===== src/sv/dvc_pkg.sv =====
// Shared constants, types and unit interfaces of the dual-voice crossfade controller.
package dvc_pkg;

    // Widths of the identifiers, the time base and the gain fraction.
    localparam int CLIP_ID_BITS   = 8;
    localparam int TIME_BITS      = 24;
    localparam int GAIN_FRAC_BITS = 15;

    // Derived widths.
    localparam int GAIN_W     = GAIN_FRAC_BITS + 1;
    localparam int ELAPSED_W  = TIME_BITS + 1;
    localparam int STEP_W     = 16;
    localparam int SUM_W      = ((ELAPSED_W > STEP_W) ? ELAPSED_W : STEP_W) + 1;
    localparam int MUL_CNT_W  = $clog2(GAIN_W);
    localparam int DIV_CNT_W  = (GAIN_FRAC_BITS > 1) ? $clog2(GAIN_FRAC_BITS) : 1;

    // Unity gain.
    localparam logic [GAIN_W-1:0] GAIN_ONE = {1'b1, {GAIN_FRAC_BITS{1'b0}}};

    // Event codes carried by the action field.
    typedef enum logic [2:0] {
        ACT_TICK   = 3'd0,
        ACT_PLAY   = 3'd1,
        ACT_STOP   = 3'd2,
        ACT_PAUSE  = 3'd3,
        ACT_RESUME = 3'd4
    } action_t;

    // Run state of one voice.
    typedef enum logic [1:0] {
        RUN_STOPPED = 2'd0,
        RUN_PLAYING = 2'd1,
        RUN_PAUSED  = 2'd2
    } run_t;

    // Sequencer states of the top level.
    typedef enum logic [2:0] {
        S_IDLE,
        S_EXEC,
        S_DIV,
        S_SEC,
        S_SCALE,
        S_DONE
    } state_t;

    // Request and response of the serial gain multiplier.
    typedef struct packed {
        logic              start;
        logic [GAIN_W-1:0] a;
        logic [GAIN_W-1:0] b;
    } mul_req_t;

    typedef struct packed {
        logic              done;
        logic [GAIN_W-1:0] result;
    } mul_rsp_t;

    // Request and response of the serial ratio divider.
    typedef struct packed {
        logic                 start;
        logic [TIME_BITS-1:0] dividend;
        logic [TIME_BITS-1:0] divisor;
    } div_req_t;

    typedef struct packed {
        logic                      done;
        logic [GAIN_FRAC_BITS-1:0] quotient;
    } div_rsp_t;

endpackage


===== src/sv/dvc_serial_mul.sv =====
// Bit-serial shift-add gain multiplier returning (a * b) >> GAIN_FRAC_BITS.
module dvc_serial_mul
    import dvc_pkg::*;
(
    input  logic     clk,
    input  logic     rst_n,
    input  mul_req_t req,
    output mul_rsp_t rsp
);

    logic                   busy_reg, busy_next;
    logic                   done_reg, done_next;
    logic [MUL_CNT_W-1:0]   cnt_reg, cnt_next;
    logic [GAIN_W-1:0]      a_reg, a_next;
    logic [2*GAIN_W-1:0]    prod_reg, prod_next;
    logic [GAIN_W:0]        partial;
    logic                   last;

    // One multiplier bit per cycle: add the multiplicand into the upper half
    // when the current low bit is set, then shift the whole product right.
    assign partial = {1'b0, prod_reg[2*GAIN_W-1:GAIN_W]}
                   + (prod_reg[0] ? {1'b0, a_reg} : {(GAIN_W+1){1'b0}});
    assign last    = (cnt_reg == MUL_CNT_W'(GAIN_W - 1));

    always_comb
    begin
        busy_next = busy_reg;
        cnt_next  = cnt_reg;
        a_next    = a_reg;
        prod_next = prod_reg;
        done_next = 1'b0;
        if (req.start)
        begin
            busy_next = 1'b1;
            cnt_next  = '0;
            a_next    = req.a;
            prod_next = {{GAIN_W{1'b0}}, req.b};
        end
        else if (busy_reg)
        begin
            prod_next = {partial, prod_reg[GAIN_W-1:1]};
            cnt_next  = cnt_reg + MUL_CNT_W'(1);
            if (last)
            begin
                busy_next = 1'b0;
                done_next = 1'b1;
            end
        end
    end

    always_ff @(posedge clk or negedge rst_n)
    begin
        if (!rst_n)
        begin
            busy_reg <= 1'b0;
            done_reg <= 1'b0;
            cnt_reg  <= '0;
        end
        else
        begin
            busy_reg <= busy_next;
            done_reg <= done_next;
            cnt_reg  <= cnt_next;
        end
    end

    always_ff @(posedge clk)
    begin
        a_reg    <= a_next;
        prod_reg <= prod_next;
    end

    assign rsp.done   = done_reg;
    assign rsp.result = prod_reg[GAIN_W+GAIN_FRAC_BITS-1:GAIN_FRAC_BITS];

endmodule


===== src/sv/dvc_serial_div.sv =====
// Restoring bit-serial divider for the crossfade ratio (dividend << GAIN_FRAC_BITS) / divisor.
module dvc_serial_div
    import dvc_pkg::*;
(
    input  logic     clk,
    input  logic     rst_n,
    input  div_req_t req,
    output div_rsp_t rsp
);

    logic                      busy_reg, busy_next;
    logic                      done_reg, done_next;
    logic [DIV_CNT_W-1:0]      cnt_reg, cnt_next;
    logic [TIME_BITS-1:0]      rem_reg, rem_next;
    logic [TIME_BITS-1:0]      dvs_reg, dvs_next;
    logic [GAIN_FRAC_BITS-1:0] quo_reg, quo_next;
    logic [TIME_BITS:0]        rem_shift;
    logic [TIME_BITS:0]        rem_diff;
    logic                      fits;
    logic                      last;

    // The dividend is below the divisor, so every partial remainder stays
    // below the divisor and one quotient bit falls out per cycle.
    assign rem_shift = {rem_reg, 1'b0};
    assign rem_diff  = rem_shift - {1'b0, dvs_reg};
    assign fits      = (rem_shift >= {1'b0, dvs_reg});
    assign last      = (cnt_reg == DIV_CNT_W'(GAIN_FRAC_BITS - 1));

    always_comb
    begin
        busy_next = busy_reg;
        cnt_next  = cnt_reg;
        rem_next  = rem_reg;
        dvs_next  = dvs_reg;
        quo_next  = quo_reg;
        done_next = 1'b0;
        if (req.start)
        begin
            busy_next = 1'b1;
            cnt_next  = '0;
            rem_next  = req.dividend;
            dvs_next  = req.divisor;
            quo_next  = '0;
        end
        else if (busy_reg)
        begin
            rem_next = fits ? rem_diff[TIME_BITS-1:0] : rem_shift[TIME_BITS-1:0];
            quo_next = {quo_reg[GAIN_FRAC_BITS-2:0], fits};
            cnt_next = cnt_reg + DIV_CNT_W'(1);
            if (last)
            begin
                busy_next = 1'b0;
                done_next = 1'b1;
            end
        end
    end

    always_ff @(posedge clk or negedge rst_n)
    begin
        if (!rst_n)
        begin
            busy_reg <= 1'b0;
            done_reg <= 1'b0;
            cnt_reg  <= '0;
        end
        else
        begin
            busy_reg <= busy_next;
            done_reg <= done_next;
            cnt_reg  <= cnt_next;
        end
    end

    always_ff @(posedge clk)
    begin
        rem_reg <= rem_next;
        dvs_reg <= dvs_next;
        quo_reg <= quo_next;
    end

    assign rsp.done     = done_reg;
    assign rsp.quotient = quo_reg;

endmodule


===== src/sv/dual_voice_crossfade_controller_top.sv =====
// Top level of the dual-voice crossfade controller: event sequencer, voice state and output word.
// Play, stop, pause, resume and the unknown codes go straight to the result; an idle tick runs one
// master-gain multiply, a tick that ends a fade the secondary gain product and then the scaling,
// other fade ticks the ratio division first. One word at a time; the serial units set the ticks.
// Reset (rst_n low, asynchronous) stops both voices, clears all gains, clips and the fade,
// makes slot A primary and sets the master gain to unity.
module dual_voice_crossfade_controller_top
    import dvc_pkg::*;
(
    input  logic                      clk,
    input  logic                      rst_n,

    // Configuration write channel: the master gain.
    input  logic                      cfg_valid,
    output logic                      cfg_ready,
    input  logic [GAIN_W-1:0]         master_gain,

    // Event input channel.
    input  logic                      in_valid,
    output logic                      in_stall,
    input  logic [2:0]                action,
    input  logic [STEP_W-1:0]         time_step,
    input  logic [TIME_BITS-1:0]      fade_length,
    input  logic [CLIP_ID_BITS-1:0]   clip_id,

    // Result output channel.
    output logic                      out_valid,
    input  logic                      out_stall,
    output logic                      primary_slot,
    output logic [GAIN_W-1:0]         slot_a_level,
    output logic [GAIN_W-1:0]         slot_b_level,
    output logic [1:0]                slot_a_run,
    output logic [1:0]                slot_b_run,
    output logic [CLIP_ID_BITS-1:0]   slot_a_clip,
    output logic [CLIP_ID_BITS-1:0]   slot_b_clip,
    output logic                      fading,
    output logic                      pause_granted
);

    // Sequencer state.
    state_t                    state_reg, state_next;

    // Latched event word.
    logic [2:0]                act_reg, act_next;
    logic [STEP_W-1:0]         step_reg, step_next;
    logic [TIME_BITS-1:0]      fade_reg, fade_next;
    logic [CLIP_ID_BITS-1:0]   clip_in_reg, clip_in_next;

    // Voice and fade state.
    logic [GAIN_W-1:0]         master_reg;
    logic                      pri_reg, pri_next;
    logic [GAIN_W-1:0]         gain_reg [2];
    logic [GAIN_W-1:0]         gain_next [2];
    logic [GAIN_W-1:0]         level_reg [2];
    logic [GAIN_W-1:0]         level_next [2];
    logic [CLIP_ID_BITS-1:0]   clip_reg [2];
    logic [CLIP_ID_BITS-1:0]   clip_next [2];
    run_t                      run_reg [2];
    run_t                      run_next [2];
    logic                      active_reg, active_next;
    logic [ELAPSED_W-1:0]      elapsed_reg, elapsed_next;
    logic [TIME_BITS-1:0]      total_reg, total_next;
    logic [GAIN_W-1:0]         fsg_reg, fsg_next;
    logic [GAIN_W-1:0]         ratio_reg, ratio_next;
    logic                      granted_reg, granted_next;

    // Output word.
    logic                      out_valid_reg, out_valid_next;
    logic                      o_pri_reg;
    logic [GAIN_W-1:0]         o_level_a_reg, o_level_b_reg;
    run_t                      o_run_a_reg, o_run_b_reg;
    logic [CLIP_ID_BITS-1:0]   o_clip_a_reg, o_clip_b_reg;
    logic                      o_fading_reg, o_granted_reg;

    // Arithmetic unit handshakes.
    mul_req_t                  mul0_req, mul1_req;
    mul_rsp_t                  mul0_rsp, mul1_rsp;
    div_req_t                  div_req;
    div_rsp_t                  div_rsp;

    logic                      accept;
    logic                      out_load;
    logic                      sec_idx;
    logic [GAIN_W-1:0]         gain_pri, gain_sec;
    run_t                      run_pri;
    logic [SUM_W-1:0]          elapsed_sum;
    logic [ELAPSED_W-1:0]      elapsed_sat;
    logic                      reached_new;
    logic                      reached_now;

    assign accept    = in_valid && !in_stall;
    assign in_stall  = (state_reg != S_IDLE);
    assign cfg_ready = 1'b1;
    assign out_load  = (state_reg == S_DONE) && (!out_valid_reg || !out_stall);

    // The secondary voice is always the slot that is not primary.
    assign sec_idx  = ~pri_reg;
    assign gain_pri = pri_reg ? gain_reg[1] : gain_reg[0];
    assign gain_sec = pri_reg ? gain_reg[0] : gain_reg[1];
    assign run_pri  = pri_reg ? run_reg[1] : run_reg[0];

    // Elapsed time after a tick, saturating at the top of its range.
    assign elapsed_sum = SUM_W'(elapsed_reg) + SUM_W'(step_reg);
    assign elapsed_sat = (|elapsed_sum[SUM_W-1:ELAPSED_W]) ? {ELAPSED_W{1'b1}}
                                                           : elapsed_sum[ELAPSED_W-1:0];
    // The fade is complete once elapsed time reaches the fade length.
    assign reached_new = (elapsed_sat >= ELAPSED_W'(total_reg));
    assign reached_now = (elapsed_reg >= ELAPSED_W'(total_reg));

    dvc_serial_mul u_mul0
    (
        .clk   (clk),
        .rst_n (rst_n),
        .req   (mul0_req),
        .rsp   (mul0_rsp)
    );

    dvc_serial_mul u_mul1
    (
        .clk   (clk),
        .rst_n (rst_n),
        .req   (mul1_req),
        .rsp   (mul1_rsp)
    );

    dvc_serial_div u_div
    (
        .clk   (clk),
        .rst_n (rst_n),
        .req   (div_req),
        .rsp   (div_rsp)
    );

    // Next-state logic of the sequencer. A tick with no fade only rescales the
    // primary voice; a tick during a fade runs the ratio division (unless the
    // fade just completed), then the secondary gain product, then the scaling
    // of both voices by the master gain.
    always_comb
    begin
        state_next = state_reg;
        unique case (state_reg)
            S_IDLE:
            begin
                if (accept)
                begin
                    state_next = S_EXEC;
                end
            end
            S_EXEC:
            begin
                if (act_reg == ACT_TICK)
                begin
                    if (!active_reg)
                    begin
                        state_next = S_SCALE;
                    end
                    else if (reached_new)
                    begin
                        state_next = S_SEC;
                    end
                    else
                    begin
                        state_next = S_DIV;
                    end
                end
                else
                begin
                    state_next = S_DONE;
                end
            end
            S_DIV:
            begin
                if (div_rsp.done)
                begin
                    state_next = S_SEC;
                end
            end
            S_SEC:
            begin
                if (mul0_rsp.done)
                begin
                    state_next = S_SCALE;
                end
            end
            S_SCALE:
            begin
                if (mul0_rsp.done)
                begin
                    state_next = S_DONE;
                end
            end
            S_DONE:
            begin
                if (out_load)
                begin
                    state_next = S_IDLE;
                end
            end
            default:
            begin
                state_next = S_IDLE;
            end
        endcase
    end

    // Sequencer outputs: start pulses and operands of the serial units.
    always_comb
    begin
        mul0_req = '0;
        mul1_req = '0;
        div_req  = '0;
        unique case (state_reg)
            S_EXEC:
            begin
                if (act_reg == ACT_TICK)
                begin
                    if (!active_reg)
                    begin
                        mul0_req.start = 1'b1;
                        mul0_req.a     = gain_pri;
                        mul0_req.b     = master_reg;
                    end
                    else if (reached_new)
                    begin
                        // Ratio is one, so the secondary gain falls to zero.
                        mul0_req.start = 1'b1;
                        mul0_req.a     = fsg_reg;
                        mul0_req.b     = '0;
                    end
                    else
                    begin
                        div_req.start    = 1'b1;
                        div_req.dividend = elapsed_sat[TIME_BITS-1:0];
                        div_req.divisor  = total_reg;
                    end
                end
            end
            S_DIV:
            begin
                if (div_rsp.done)
                begin
                    mul0_req.start = 1'b1;
                    mul0_req.a     = fsg_reg;
                    mul0_req.b     = GAIN_ONE - GAIN_W'(div_rsp.quotient);
                end
            end
            S_SEC:
            begin
                if (mul0_rsp.done)
                begin
                    mul0_req.start = 1'b1;
                    mul0_req.a     = ratio_reg;
                    mul0_req.b     = master_reg;
                    mul1_req.start = 1'b1;
                    mul1_req.a     = mul0_rsp.result;
                    mul1_req.b     = master_reg;
                end
            end
            default:
            begin
                mul0_req = '0;
            end
        endcase
    end

    // Voice state updates for each event and each step of a tick.
    always_comb
    begin
        act_next     = act_reg;
        step_next    = step_reg;
        fade_next    = fade_reg;
        clip_in_next = clip_in_reg;
        pri_next     = pri_reg;
        gain_next    = gain_reg;
        level_next   = level_reg;
        clip_next    = clip_reg;
        run_next     = run_reg;
        active_next  = active_reg;
        elapsed_next = elapsed_reg;
        total_next   = total_reg;
        fsg_next     = fsg_reg;
        ratio_next   = ratio_reg;
        granted_next = granted_reg;
        unique case (state_reg)
            S_IDLE:
            begin
                if (accept)
                begin
                    act_next     = action;
                    step_next    = time_step;
                    fade_next    = fade_length;
                    clip_in_next = clip_id;
                end
            end
            S_EXEC:
            begin
                granted_next = 1'b0;
                case (act_reg)
                    ACT_TICK:
                    begin
                        if (active_reg)
                        begin
                            elapsed_next = elapsed_sat;
                            if (reached_new)
                            begin
                                ratio_next = GAIN_ONE;
                            end
                        end
                    end
                    ACT_PLAY:
                    begin
                        // Roles swap: the old secondary slot becomes primary.
                        pri_next           = sec_idx;
                        clip_next[sec_idx] = clip_in_reg;
                        run_next[sec_idx]  = RUN_PLAYING;
                        if (fade_reg == '0)
                        begin
                            run_next[pri_reg]   = RUN_STOPPED;
                            gain_next[sec_idx]  = GAIN_ONE;
                            level_next[sec_idx] = master_reg;
                            active_next         = 1'b0;
                        end
                        else
                        begin
                            gain_next[sec_idx]  = '0;
                            level_next[sec_idx] = '0;
                            active_next         = 1'b1;
                            elapsed_next        = '0;
                            total_next          = fade_reg;
                            fsg_next            = gain_pri;
                        end
                    end
                    ACT_STOP:
                    begin
                        run_next[sec_idx] = RUN_STOPPED;
                        if ((run_pri == RUN_PAUSED) || (fade_reg == '0))
                        begin
                            run_next[pri_reg] = RUN_STOPPED;
                            active_next       = 1'b0;
                        end
                        else
                        begin
                            // The old primary becomes secondary and fades out.
                            pri_next     = sec_idx;
                            active_next  = 1'b1;
                            elapsed_next = '0;
                            total_next   = fade_reg;
                            fsg_next     = gain_pri;
                        end
                    end
                    ACT_PAUSE:
                    begin
                        if (run_pri == RUN_PLAYING)
                        begin
                            run_next[pri_reg] = RUN_PAUSED;
                            granted_next      = 1'b1;
                        end
                    end
                    ACT_RESUME:
                    begin
                        run_next[pri_reg] = RUN_PLAYING;
                    end
                    default:
                    begin
                        granted_next = 1'b0;
                    end
                endcase
            end
            S_DIV:
            begin
                if (div_rsp.done)
                begin
                    ratio_next = GAIN_W'(div_rsp.quotient);
                end
            end
            S_SEC:
            begin
                if (mul0_rsp.done)
                begin
                    gain_next[pri_reg] = ratio_reg;
                    gain_next[sec_idx] = mul0_rsp.result;
                end
            end
            S_SCALE:
            begin
                if (mul0_rsp.done)
                begin
                    level_next[pri_reg] = mul0_rsp.result;
                    if (active_reg)
                    begin
                        level_next[sec_idx] = mul1_rsp.result;
                        if (reached_now)
                        begin
                            run_next[sec_idx] = RUN_STOPPED;
                            active_next       = 1'b0;
                        end
                    end
                end
            end
            default:
            begin
                granted_next = granted_reg;
            end
        endcase
    end

    // The result word is held until the receiver takes it.
    always_comb
    begin
        out_valid_next = out_valid_reg;
        if (out_load)
        begin
            out_valid_next = 1'b1;
        end
        else if (out_valid_reg && !out_stall)
        begin
            out_valid_next = 1'b0;
        end
    end

    always_ff @(posedge clk or negedge rst_n)
    begin
        if (!rst_n)
        begin
            state_reg     <= S_IDLE;
            master_reg    <= GAIN_ONE;
            pri_reg       <= 1'b0;
            gain_reg      <= '{default: '0};
            level_reg     <= '{default: '0};
            clip_reg      <= '{default: '0};
            run_reg       <= '{default: RUN_STOPPED};
            active_reg    <= 1'b0;
            elapsed_reg   <= '0;
            total_reg     <= '0;
            fsg_reg       <= '0;
            ratio_reg     <= '0;
            granted_reg   <= 1'b0;
            out_valid_reg <= 1'b0;
        end
        else
        begin
            state_reg     <= state_next;
            // A master gain above unity is clipped to unity.
            if (cfg_valid && cfg_ready)
            begin
                master_reg <= (master_gain > GAIN_ONE) ? GAIN_ONE : master_gain;
            end
            pri_reg       <= pri_next;
            gain_reg      <= gain_next;
            level_reg     <= level_next;
            clip_reg      <= clip_next;
            run_reg       <= run_next;
            active_reg    <= active_next;
            elapsed_reg   <= elapsed_next;
            total_reg     <= total_next;
            fsg_reg       <= fsg_next;
            ratio_reg     <= ratio_next;
            granted_reg   <= granted_next;
            out_valid_reg <= out_valid_next;
        end
    end

    always_ff @(posedge clk)
    begin
        act_reg     <= act_next;
        step_reg    <= step_next;
        fade_reg    <= fade_next;
        clip_in_reg <= clip_in_next;
        if (out_load)
        begin
            o_pri_reg     <= pri_reg;
            o_level_a_reg <= level_reg[0];
            o_level_b_reg <= level_reg[1];
            o_run_a_reg   <= run_reg[0];
            o_run_b_reg   <= run_reg[1];
            o_clip_a_reg  <= clip_reg[0];
            o_clip_b_reg  <= clip_reg[1];
            o_fading_reg  <= active_reg;
            o_granted_reg <= granted_reg;
        end
    end

    assign out_valid     = out_valid_reg;
    assign primary_slot  = o_pri_reg;
    assign slot_a_level  = o_level_a_reg;
    assign slot_b_level  = o_level_b_reg;
    assign slot_a_run    = o_run_a_reg;
    assign slot_b_run    = o_run_b_reg;
    assign slot_a_clip   = o_clip_a_reg;
    assign slot_b_clip   = o_clip_b_reg;
    assign fading        = o_fading_reg;
    assign pause_granted = o_granted_reg;

endmodule


===== config.mk =====
export PLATFORM = sky130hd
export DESIGN_NAME = dual_voice_crossfade_controller_top
export DESIGN_NICKNAME = d
export VERILOG_FILES = /design/src/sv/dvc_pkg.sv /design/src/sv/dvc_serial_mul.sv /design/src/sv/dvc_serial_div.sv /design/src/sv/dual_voice_crossfade_controller_top.sv
export SDC_FILE = /design/constraint.sdc
export NUM_CORES = 1
export LEC_CHECK = 0
export BUFFER_PORTS_ARGS = -buffer_cell sky130_fd_sc_hd__buf_2
export CORE_MARGIN = 2
export CORE_UTILIZATION = 62
export CTS_CLUSTER_SIZE = 30
export DETAILED_ROUTE_END_ITERATION = 16
export GPL_TIMING_DRIVEN = 1
export HOLD_SLACK_MARGIN = 0.08
export PLACE_DENSITY = 0.82
export SYNTH_ARGS = -nofsm -noshare
export SYNTH_HDL_FRONTEND = slang
export SYNTH_SLANG_ARGS = --single-unit

===== constraint.sdc =====
create_clock -name clk -period 6.5 [get_ports clk]
set_input_delay 0.325 -clock clk [delete_from_list [all_inputs] [get_ports clk]]
set_output_delay 0.325 -clock clk [all_outputs]
set_load 0.03 [all_outputs]

# Word level (Yosys, flattened, before mapping)
# Index checks and enable logic that the tools add are counted.
# word_totals
reg_bits	470
input_bits	72
output_inout_bits	58
word_cells	273
# classes
n_addsub	8
n_lt_le_gt_ge	8
n_eq_ne	31
n_mux	116
n_bitwise	26
n_reduce_logical	36
# op_table
operator	n
16-bit 2-to-1 mux	16
33-bit 2-to-1 mux	7
32-bit 2-to-1 mux	7
49-bit 2-to-1 mux	4
32-bit bitwise mux	5
32-bit case mux with 2 select lines	2
24-bit 2-to-1 mux	5
25-bit 2-to-1 mux	4
33-bit case mux with 3 select lines	1
25-bit by 24-bit greater-or-equal comparator with 1-bit output	3
25-bit case mux with 3 select lines	1
32-bit bitwise AND	2
16-bit case mux with 2 select lines	2
4-bit 2-to-1 mux	12
24-bit case mux with 2 select lines	1
16-bit by 16-bit adder with 17-bit output	2
16-bit demux with 1-bit select	2
32-bit inverter	1
30-bit bitwise AND	1
30-bit inverter	1
25-bit by 16-bit adder with 26-bit output	1
1-bit 2-to-1 mux	26
24-bit zero test	1
24-bit subtractor	1
other kinds (45)	117

# Longest topological paths before layout
# Gate-level depths: netlist of run 1.
# depth
ltp_word	12
ltp_mapped	22
mapped_depth_nobuf	21

# By module
# Synthesis of run 1 repeated with hierarchy kept, for this count alone.
# unflattened
hier_cells	2472
hier_area_um2	25345.6
# modules_own_cells
module	n_inst	cells_each	area_each_um2	seq_area_each_um2
dual_voice_crossfade_controller_top	1	1531	15297.2	7888.8
dvc_serial_div	1	405	4091.4	1891.8
dvc_serial_mul at u_mul0	1	272	3007.9	1431.4
dvc_serial_mul at u_mul1	1	264	2949.1	1431.4

# Worst setup path before layout of run 1
# Ideal clock, no wire load.
# synth_timing
path_kind	register to register
start	register elapsed_reg[0]
end	register u_mul0.prod_reg[0], enable pin
setup_ns	0.362
arrival_time_ns	4.570
t_required_ns	6.138
path_slack_ns	1.568
path_stages_with_launch	20
path_buffers	1
period_less_slack_ns	4.932
path_cell_list	dfrtp_1 ha_1 fa_1 a211oi_1 o21ai_0 a21oi_1 o211ai_1 nand2_1 xor2_1 nand2_1 ha_1 and4_1 a221o_1 o31ai_1 nand3_1 nor4_4 a21oi_2 nor3_4 buf_2 nand2_1
# synth_via
elab_chain_len	8
# synth_rtl
item	line_no	text
start, declared	dual_voice_crossfade_controller_top.sv:61	logic [ELAPSED_W-1:0] elapsed_reg, elapsed_next;
start signal, assigned	dual_voice_crossfade_controller_top.sv:454	elapsed_reg <= elapsed_next;
25-bit by 16-bit adder with 26-bit output	dual_voice_crossfade_controller_top.sv:103	assign elapsed_sum = SUM_W'(elapsed_reg) + SUM_W'(step_reg);
25-bit 2-to-1 mux	dual_voice_crossfade_controller_top.sv:104	assign elapsed_sat = (|elapsed_sum[SUM_W-1:ELAPSED_W]) ? {ELAPSED_W{1'b1}}
25-bit by 24-bit greater-or-equal comparator with 1-bit output	dual_voice_crossfade_controller_top.sv:107	assign reached_new = (elapsed_sat >= ELAPSED_W'(total_reg));
33-bit 2-to-1 mux	dual_voice_crossfade_controller_top.sv:223	else if (reached_new)
33-bit 2-to-1 mux	dual_voice_crossfade_controller_top.sv:217	if (!active_reg)
33-bit 2-to-1 mux	dual_voice_crossfade_controller_top.sv:215	if (act_reg == ACT_TICK)
33-bit case mux with 3 select lines	dual_voice_crossfade_controller_top.sv:212	unique case (state_reg)
2-bit nonzero test (no source line)	--	
end signal, assigned	dvc_serial_mul.sv:70	prod_reg <= prod_next;
end, declared	dvc_serial_mul.sv:15	logic [2*GAIN_W-1:0] prod_reg, prod_next;
# Every way passes these cells.
# A chain may end at the register's enable or synchronous reset.

# Final worst setup path of run 1
# layout_timing
start	register elapsed_reg[1]
end	register u_mul0.prod_reg[13], enable pin
# Same word-level chain as after synthesis.

==> results of run 1 <==
[synth_stat cells (58+ instances only)]
cell      instances
edfxtp_1        218
dfrtp_1         204
nand2_1         194
o21ai_0         169
nor2_1          163
a21oi_1         146
inv_1           131
ha_1            125
clkbuf_1        109
mux2_2           61
and3_1           60
nor3_1           58
[layer usage]
layer / part of all wire (%) / global-route usage [%] / vias up
met1: 40 / 43.81 / 9437
met5: 0 / 0 / -
met3: 8.2 / 4.751 / 182
li1: - / - / 8864
met2: 48 / 53.44 / 977
met4: 4.1 / 14.05 / 0
[final cells by class]
cell class | instances | area, sq um | area share [%]
timing repair buffer | 222 | 1543 | 5.557
multi-input combinational | 1609 | 10920 | 39.32
inverter | 133 | 499.2 | 1.798
clock inverter | 14 | 162.7 | 0.5859
tap | 518 | 648.1 | 2.335
clock buffer | 76 | 1368 | 4.926
sequential | 470 | 12620 | 45.47
[worst max-delay path by stage]
stage | from | endpoint | cells after the start
global route | elapsed_reg[0]$_DFFE_PN0P_ | u_mul0.prod_reg[0]$_DFFE_PP_ | 21
CTS | elapsed_reg[1]$_DFFE_PN0P_ | u_mul0.prod_reg[8]$_DFFE_PP_ | 19
detailed placement | elapsed_reg[0]$_DFFE_PN0P_ | u_mul0.prod_reg[6]$_DFFE_PP_ | 19
finish | elapsed_reg[1]$_DFFE_PN0P_ | u_mul0.prod_reg[13]$_DFFE_PP_ | 19
global placement | elapsed_reg[0]$_DFFE_PN0P_ | u_mul0.prod_reg[7]$_DFFE_PP_ | 19
floorplan | elapsed_reg[0]$_DFFE_PN0P_ | u_mul0.prod_reg[0]$_DFFE_PP_ | 19
[critical path: stages (launching register included)]
cell	delay (ns)
dfrtp_1	0.44
ha_1	0.32
a211oi_1	0.40
o21ai_2	0.15
a311oi_4	0.41
o221ai_2	0.27
and3_1	0.38
nor2_1	0.30
inv_1	0.08
ha_1	0.31
a21oi_1	0.15
a21boi_0	0.10
o31a_1	0.31
o31ai_1	0.20
nand3_1	0.14
nor4_4	0.40
a21oi_2	0.14
nor3_4	0.14
buf_4	0.24
nand2_1	0.44
[per-stage QoR]
| step | hold slack, ns | area (sq um) | total power (uW) | setup WS, ns | util (%) |
|---|---|---|---|---|---|
| 3_3_place_gp | 0.2440 | 25530 | 3242 | 0.9639 | 65.75 |
| 6_report | 0.1365 | 27760 | 5968 | 0.7410 | 71.50 |
| 5_1_grt | 0.1632 | 27760 | 6097 | 0.3371 | 71.50 |
| 3_5_place_dp | 0.2457 | 25530 | 3244 | 0.8686 | 65.75 |
| 2_1_floorplan | 0.02941 | 24540 | 3179 | 1.568 | - |
| 4_1_cts | 0.1188 | 27760 | 5966 | 0.8025 | 71.50 |
[report_power, final]
part	total, uW	leakage, uW	switching, uW	internal, uW
sequential	3110	0.00505	13.6	3100
clock	2750	0.000743	1180	1570
combinational	109	0.00614	59.9	48.8
total	5970	0.0119	1250	4720
[cell families after synthesis]
logic type	Yosys count
other	1
XOR/XNOR	73
AND/OR/NAND/NOR	682
buffers and inverters	263
flip-flops	470
AO/OA/AOI/OAI	607
multiplexers	117
adder cells (fa/ha/maj)	129
==> results.cfg, run 1 <==
[detailed_routing]
ant_nets = 0
firstDrtPassIters = 6
first_iter_violations = 2275
wl_microns = 67180
drc = 0
wl_per_cell_microns = 22.08
vias = 19460
routed_via_density = 6.397

[worst_hold_path]
hp-class = in2reg
whs_endpoint = master_reg[10]$_DFFE_PN0P_
hold_depth = 2
min-delay-start = cfg_valid

[yosys]
synth_fa_ha_area_share_pct = 6.700
synth_cells = 2342
synthFlopType = edfxtp_1
async_reset_ff_share_pct = 43.62
synthXorXnorAreaFrac_pct = 2.606
synthMuxAreaShare_pct = 5.084
synth_cell_types = 84
syn_area_sq_mm = 0.02454
synth.area.top_cells = edfxtp_1 (27%), dfrtp_1 (21%), ha_1 (6.4%)
avgSynthCellArea_sq_um = 10.48
synth-seq-cells = 470
synthSimpleGateAreaFrac_pct = 13.50
yosys.area.top_type = edfxtp_1
synth_compound_area_share_pct = 16.52
yosys_warnings = 0
synth_top_family_by_area = compound AO/OA/AOI/OAI gates
synth_edf_count = 218
syn_nets = 2543
ys_seq_area_share_pct = 51.42
synth_top_area_share_pct = 26.68

[grt]
gr-total-overflow = 0
grt_pass1_wl_microns = 105700
grt_pass1_vias = 19270
grt_antenna_before_repair = 0
grt_max_degree = 179
groute.usage.overall_pct = 32.67

[pwr]
peakVddDrop_mv = 0.2693
p_leak_uw = 0.01193
power_density_mw_per_mm2 = 215.0

[clock_tree]
postCtsSetupBuffers = 0
cts_tree = yes
cts.sinks = 470
root_buffer = clkbuf_16
holdBufCountCts = 70
htree_levels = 2
numCtsBuffers = 48
path_clk_slew_ns = 0.06
cts_resized = 0
clk_latency_ns = 0.59
cts_buffer_depth = 3

[timing]
fin_setup_tns_ns = 0
finalHoldViolations = 0
timing.final.crit_period_ns = 5.759
drv_slew = 0
grt_setup_unrepaired = false
worstMarginPinSlew_ns = 1.455
min_period_over_period_pct = 88.60
final-setup-viol-count = 0
max_slew_margin_pct = 2.646
clock-skew-final_ns = 0.01798
max_freq_ghz = 0.1736

[placed_design]
hpwl_microns = 43840
dp_cells = 2882
place_congestion = 0.9991
io_buffers = 128

[flow_run]
maxCapViolations = 0

[setup_path]
rrSetupSlack_ns = 0.74
critPathLaunchType = register
critPathCaptureType = register
critPathMaxFanout = 17
r2r_cells = 19
timing.rr.start = elapsed_reg[1]$_DFFE_PN0P_
critPathKind = reg2reg
regToRegEndpoint = u_mul0.prod_reg[13]$_DFFE_PP_
worstPathArrival_ns = 5.94
crit_required_ns = 6.68

[layout]
fin_cells = 3042
areaGrowthSynthToFinish_pct = 13.13
final_common_cell = edfxtp_1
nFillCells = 2613
fin_nets = 2685
drive_gt1_share_pct = 12.28
final_cell_mix = edfxtp_1 (218), dfrtp_1 (202), nand2_1 (194)
diodes = 0

[die]
initial_core_util_pct = 63.20
rows = 72
die_h_microns = 202.9
coreArea_sq_mm = 0.03883
pin_count = 130
die_w_microns = 202.9
fp.dieArea_sq_mm = 0.04118

[status]
outcome = complete, no violations
Power figures use the tool's default switching activity.
==> run 2, diff against run 1 <==
--- a/config.mk
+++ b/config.mk
@@ -6,13 +6,14 @@
 export NUM_CORES = 1
 export LEC_CHECK = 0
 export BUFFER_PORTS_ARGS = -buffer_cell sky130_fd_sc_hd__buf_2
-export CORE_MARGIN = 2
+export CORE_MARGIN = 4
 export CORE_UTILIZATION = 62
 export CTS_CLUSTER_SIZE = 30
 export DETAILED_ROUTE_END_ITERATION = 16
 export GPL_TIMING_DRIVEN = 1
 export HOLD_SLACK_MARGIN = 0.08
 export PLACE_DENSITY = 0.82
+export REMOVE_ABC_BUFFERS = 1
 export SYNTH_ARGS = -nofsm -noshare
 export SYNTH_HDL_FRONTEND = slang
 export SYNTH_SLANG_ARGS = --single-unit
==> results.cfg, run 2 (synthesized netlist as in run 1, its figures left out) <==
[setup_path]
crit_slowest_cell = nand2_1
path_cells = ha_1, fa_1, a211oi_1, o21ai_0, a21oi_1, o211ai_1, nand2_1, xor2_1, nand2_1, ha_1, and4_1, a221o_1, o31ai_1, nand3_1, nor4_4, a21oi_2, nor3_4, nand2_1
critPathCaptureType = register
worstPathArrival_ns = 6.32
crit_required_ns = 6.67
timing.rr.start = elapsed_reg[0]$_DFFE_PN0P_
cp_top_family = compound AO/OA/AOI/OAI gates
critPathLaunchType = register
critPathMaxStageDelay_ns = 0.53
critPathLaunch = elapsed_reg[0]$_DFFE_PN0P_
critPathKind = reg2reg
crit_buf_inv = 0
cpMostUsedCell = nand2_1
critPathMaxFanout = 16

[detailed_routing]
drc = 0
first_iter_violations = 2200
wl_microns = 66270
wl_per_cell_microns = 21.76
routed_via_density = 6.372
firstDrtPassIters = 6
ant_nets = 0
vias = 19400

[timing]
max_freq_ghz = 0.1627
grt_setup_unrepaired = true
worstMarginPinSlew_ns = 1.209
drv_slew = 0
max_slew_margin_pct = 19.13
min_period_over_period_pct = 94.57
finalHoldViolations = 0
final-setup-viol-count = 0
clock-skew-final_ns = 0.02581
fin_setup_tns_ns = 0
timing.final.crit_period_ns = 6.147

[grt]
grt_use_met3_pct = 5.265
grt_pass1_vias = 19200
groute.usage.overall_pct = 30.87
use_met1_pct = 40.59
grt_antenna_before_repair = 0
gr-total-overflow = 0
grtUsageMet2_pct = 50.77
busiest_layer = met2
grt_max_degree = 95
grt_pass1_wl_microns = 104300

[clock_tree]
htree_levels = 2
postCtsSetupBuffers = 0
path_clk_slew_ns = 0.06
root_buffer = clkbuf_16
clk_latency_ns = 0.59
numCtsBuffers = 49
cts.sinks = 470
cts_resized = 0
cts_buffer_depth = 3
cts_tree = yes

[layout]
final_common_cell = edfxtp_1
diodes = 0
nFillCells = 2765
drive_gt1_share_pct = 12.62
areaGrowthSynthToFinish_pct = 13.52
final_cell_mix = edfxtp_1 (218), dfrtp_1 (202), nand2_1 (194)
fin_nets = 2688
seqCellArea_sq_mm = 0.01262
multi_input_area_sq_mm = 0.01092

[die]
coreArea_sq_mm = 0.03892
die_h_microns = 206.9
rows = 72
die_w_microns = 206.9
pin_count = 130
fp.dieArea_sq_mm = 0.04282
initial_core_util_pct = 63.05

[flow_run]
maxCapViolations = 0

[pwr]
peakVddDrop_mv = 0.2433
seq_power_share_pct = 51.7
switching_share_pct = 20.55
p_sw_uw = 1239
p_leak_uw = 0.01197
power_density_mw_per_mm2 = 216.4
combPwrFrac_pct = 1.8
clkPwrFrac_pct = 46.6
p_int_uw = 4789
finalPower_uw = 6027

[worst_hold_path]
min-delay-start = cfg_valid
hp-class = in2reg

[placed_design]
place_congestion = 0.9039
hpwl_microns = 43980
io_buffers = 128

[status]
outcome = complete, no violations
-- run 2: timing repair --
item,CTS,global route
hold buffers,70,0
endpoints found under the setup margin,0,17
hold endpoints to repair,132,0
-- run 2: worst paths after layout --
check | end | slack (ns) | cells past startpoint
worst max register to register | u_mul0.prod_reg[4]$_DFFE_PP_ | 0.35 | 18
worst min-delay path | master_reg[0]$_DFFE_PN0P_ | 0.15 | 2
min in group asynchronous | clip_reg[3]$_DFFE_PN0P_ | 0.29 | 2
worst min register to register | slot_a_level[6]$_DFFE_PP_ | 0.44 | 0
worst max-delay path | u_mul0.prod_reg[4]$_DFFE_PP_ | 0.35 | 18
max in group asynchronous | pri_reg$_DFFE_PN0P_ | 4.57 | 3
-- run 2: through the flow --
step	hold slack [ns]	utilization (%)	setup WS, ns	instance area (sq um)	std cells
4_1_cts	0.1242	71.58	0.6725	27860	3045
6_report	0.1542	71.58	0.3527	27860	3045
5_1_grt	0.1726	71.58	-0.05431	27860	3045
3_5_place_dp	0.3632	65.64	0.7783	25540	2884
3_3_place_gp	0.3639	65.64	0.8726	25540	2884
2_1_floorplan	0.02941	-	0.4533	24020	2212
-- run 2: power groups by stage --
stage	sequential (uW)	combinational (uW)	clock, uW
2_1_floorplan	3170	12.1	0
3_3_place_gp	3170	68.4	0
3_5_place_dp	3170	69.6	0
4_1_cts	3110	102	2830
5_1_grt	3110	117	2960
6_report	3110	106	2810
-- run 2: layout make-up --
class                           count  area share, %
Multi-Input combinational cell   1609          39.19
Tap cell                          518          2.327
Inverter                          133          1.792
Timing Repair Buffer              224          5.592
Sequential cell                   470          45.32
Clock buffer                       73          5.125
Clock inverter                     18         0.6603
-- run 2: routing by layer --
layer	part of all wire, %	wire (microns)
met1	39	25900
met2	48	32120
met3	7.4	4889
met4	5.1	3361
met5	0	0
-- run 2: worst register-to-register path: stages (launching register included) --
cell and delay (ns):
dfrtp_1 0.40, ha_1 0.23, fa_1 0.44, a211oi_1 0.48
o21ai_0 0.25, a21oi_1 0.35, o211ai_1 0.31, nand2_1 0.16
xor2_1 0.17, nand2_1 0.13, ha_1 0.33, and4_1 0.24
a221o_1 0.30, o31ai_1 0.36, nand3_1 0.19, nor4_4 0.28
a21oi_2 0.17, nor3_4 0.42, nand2_1 0.53
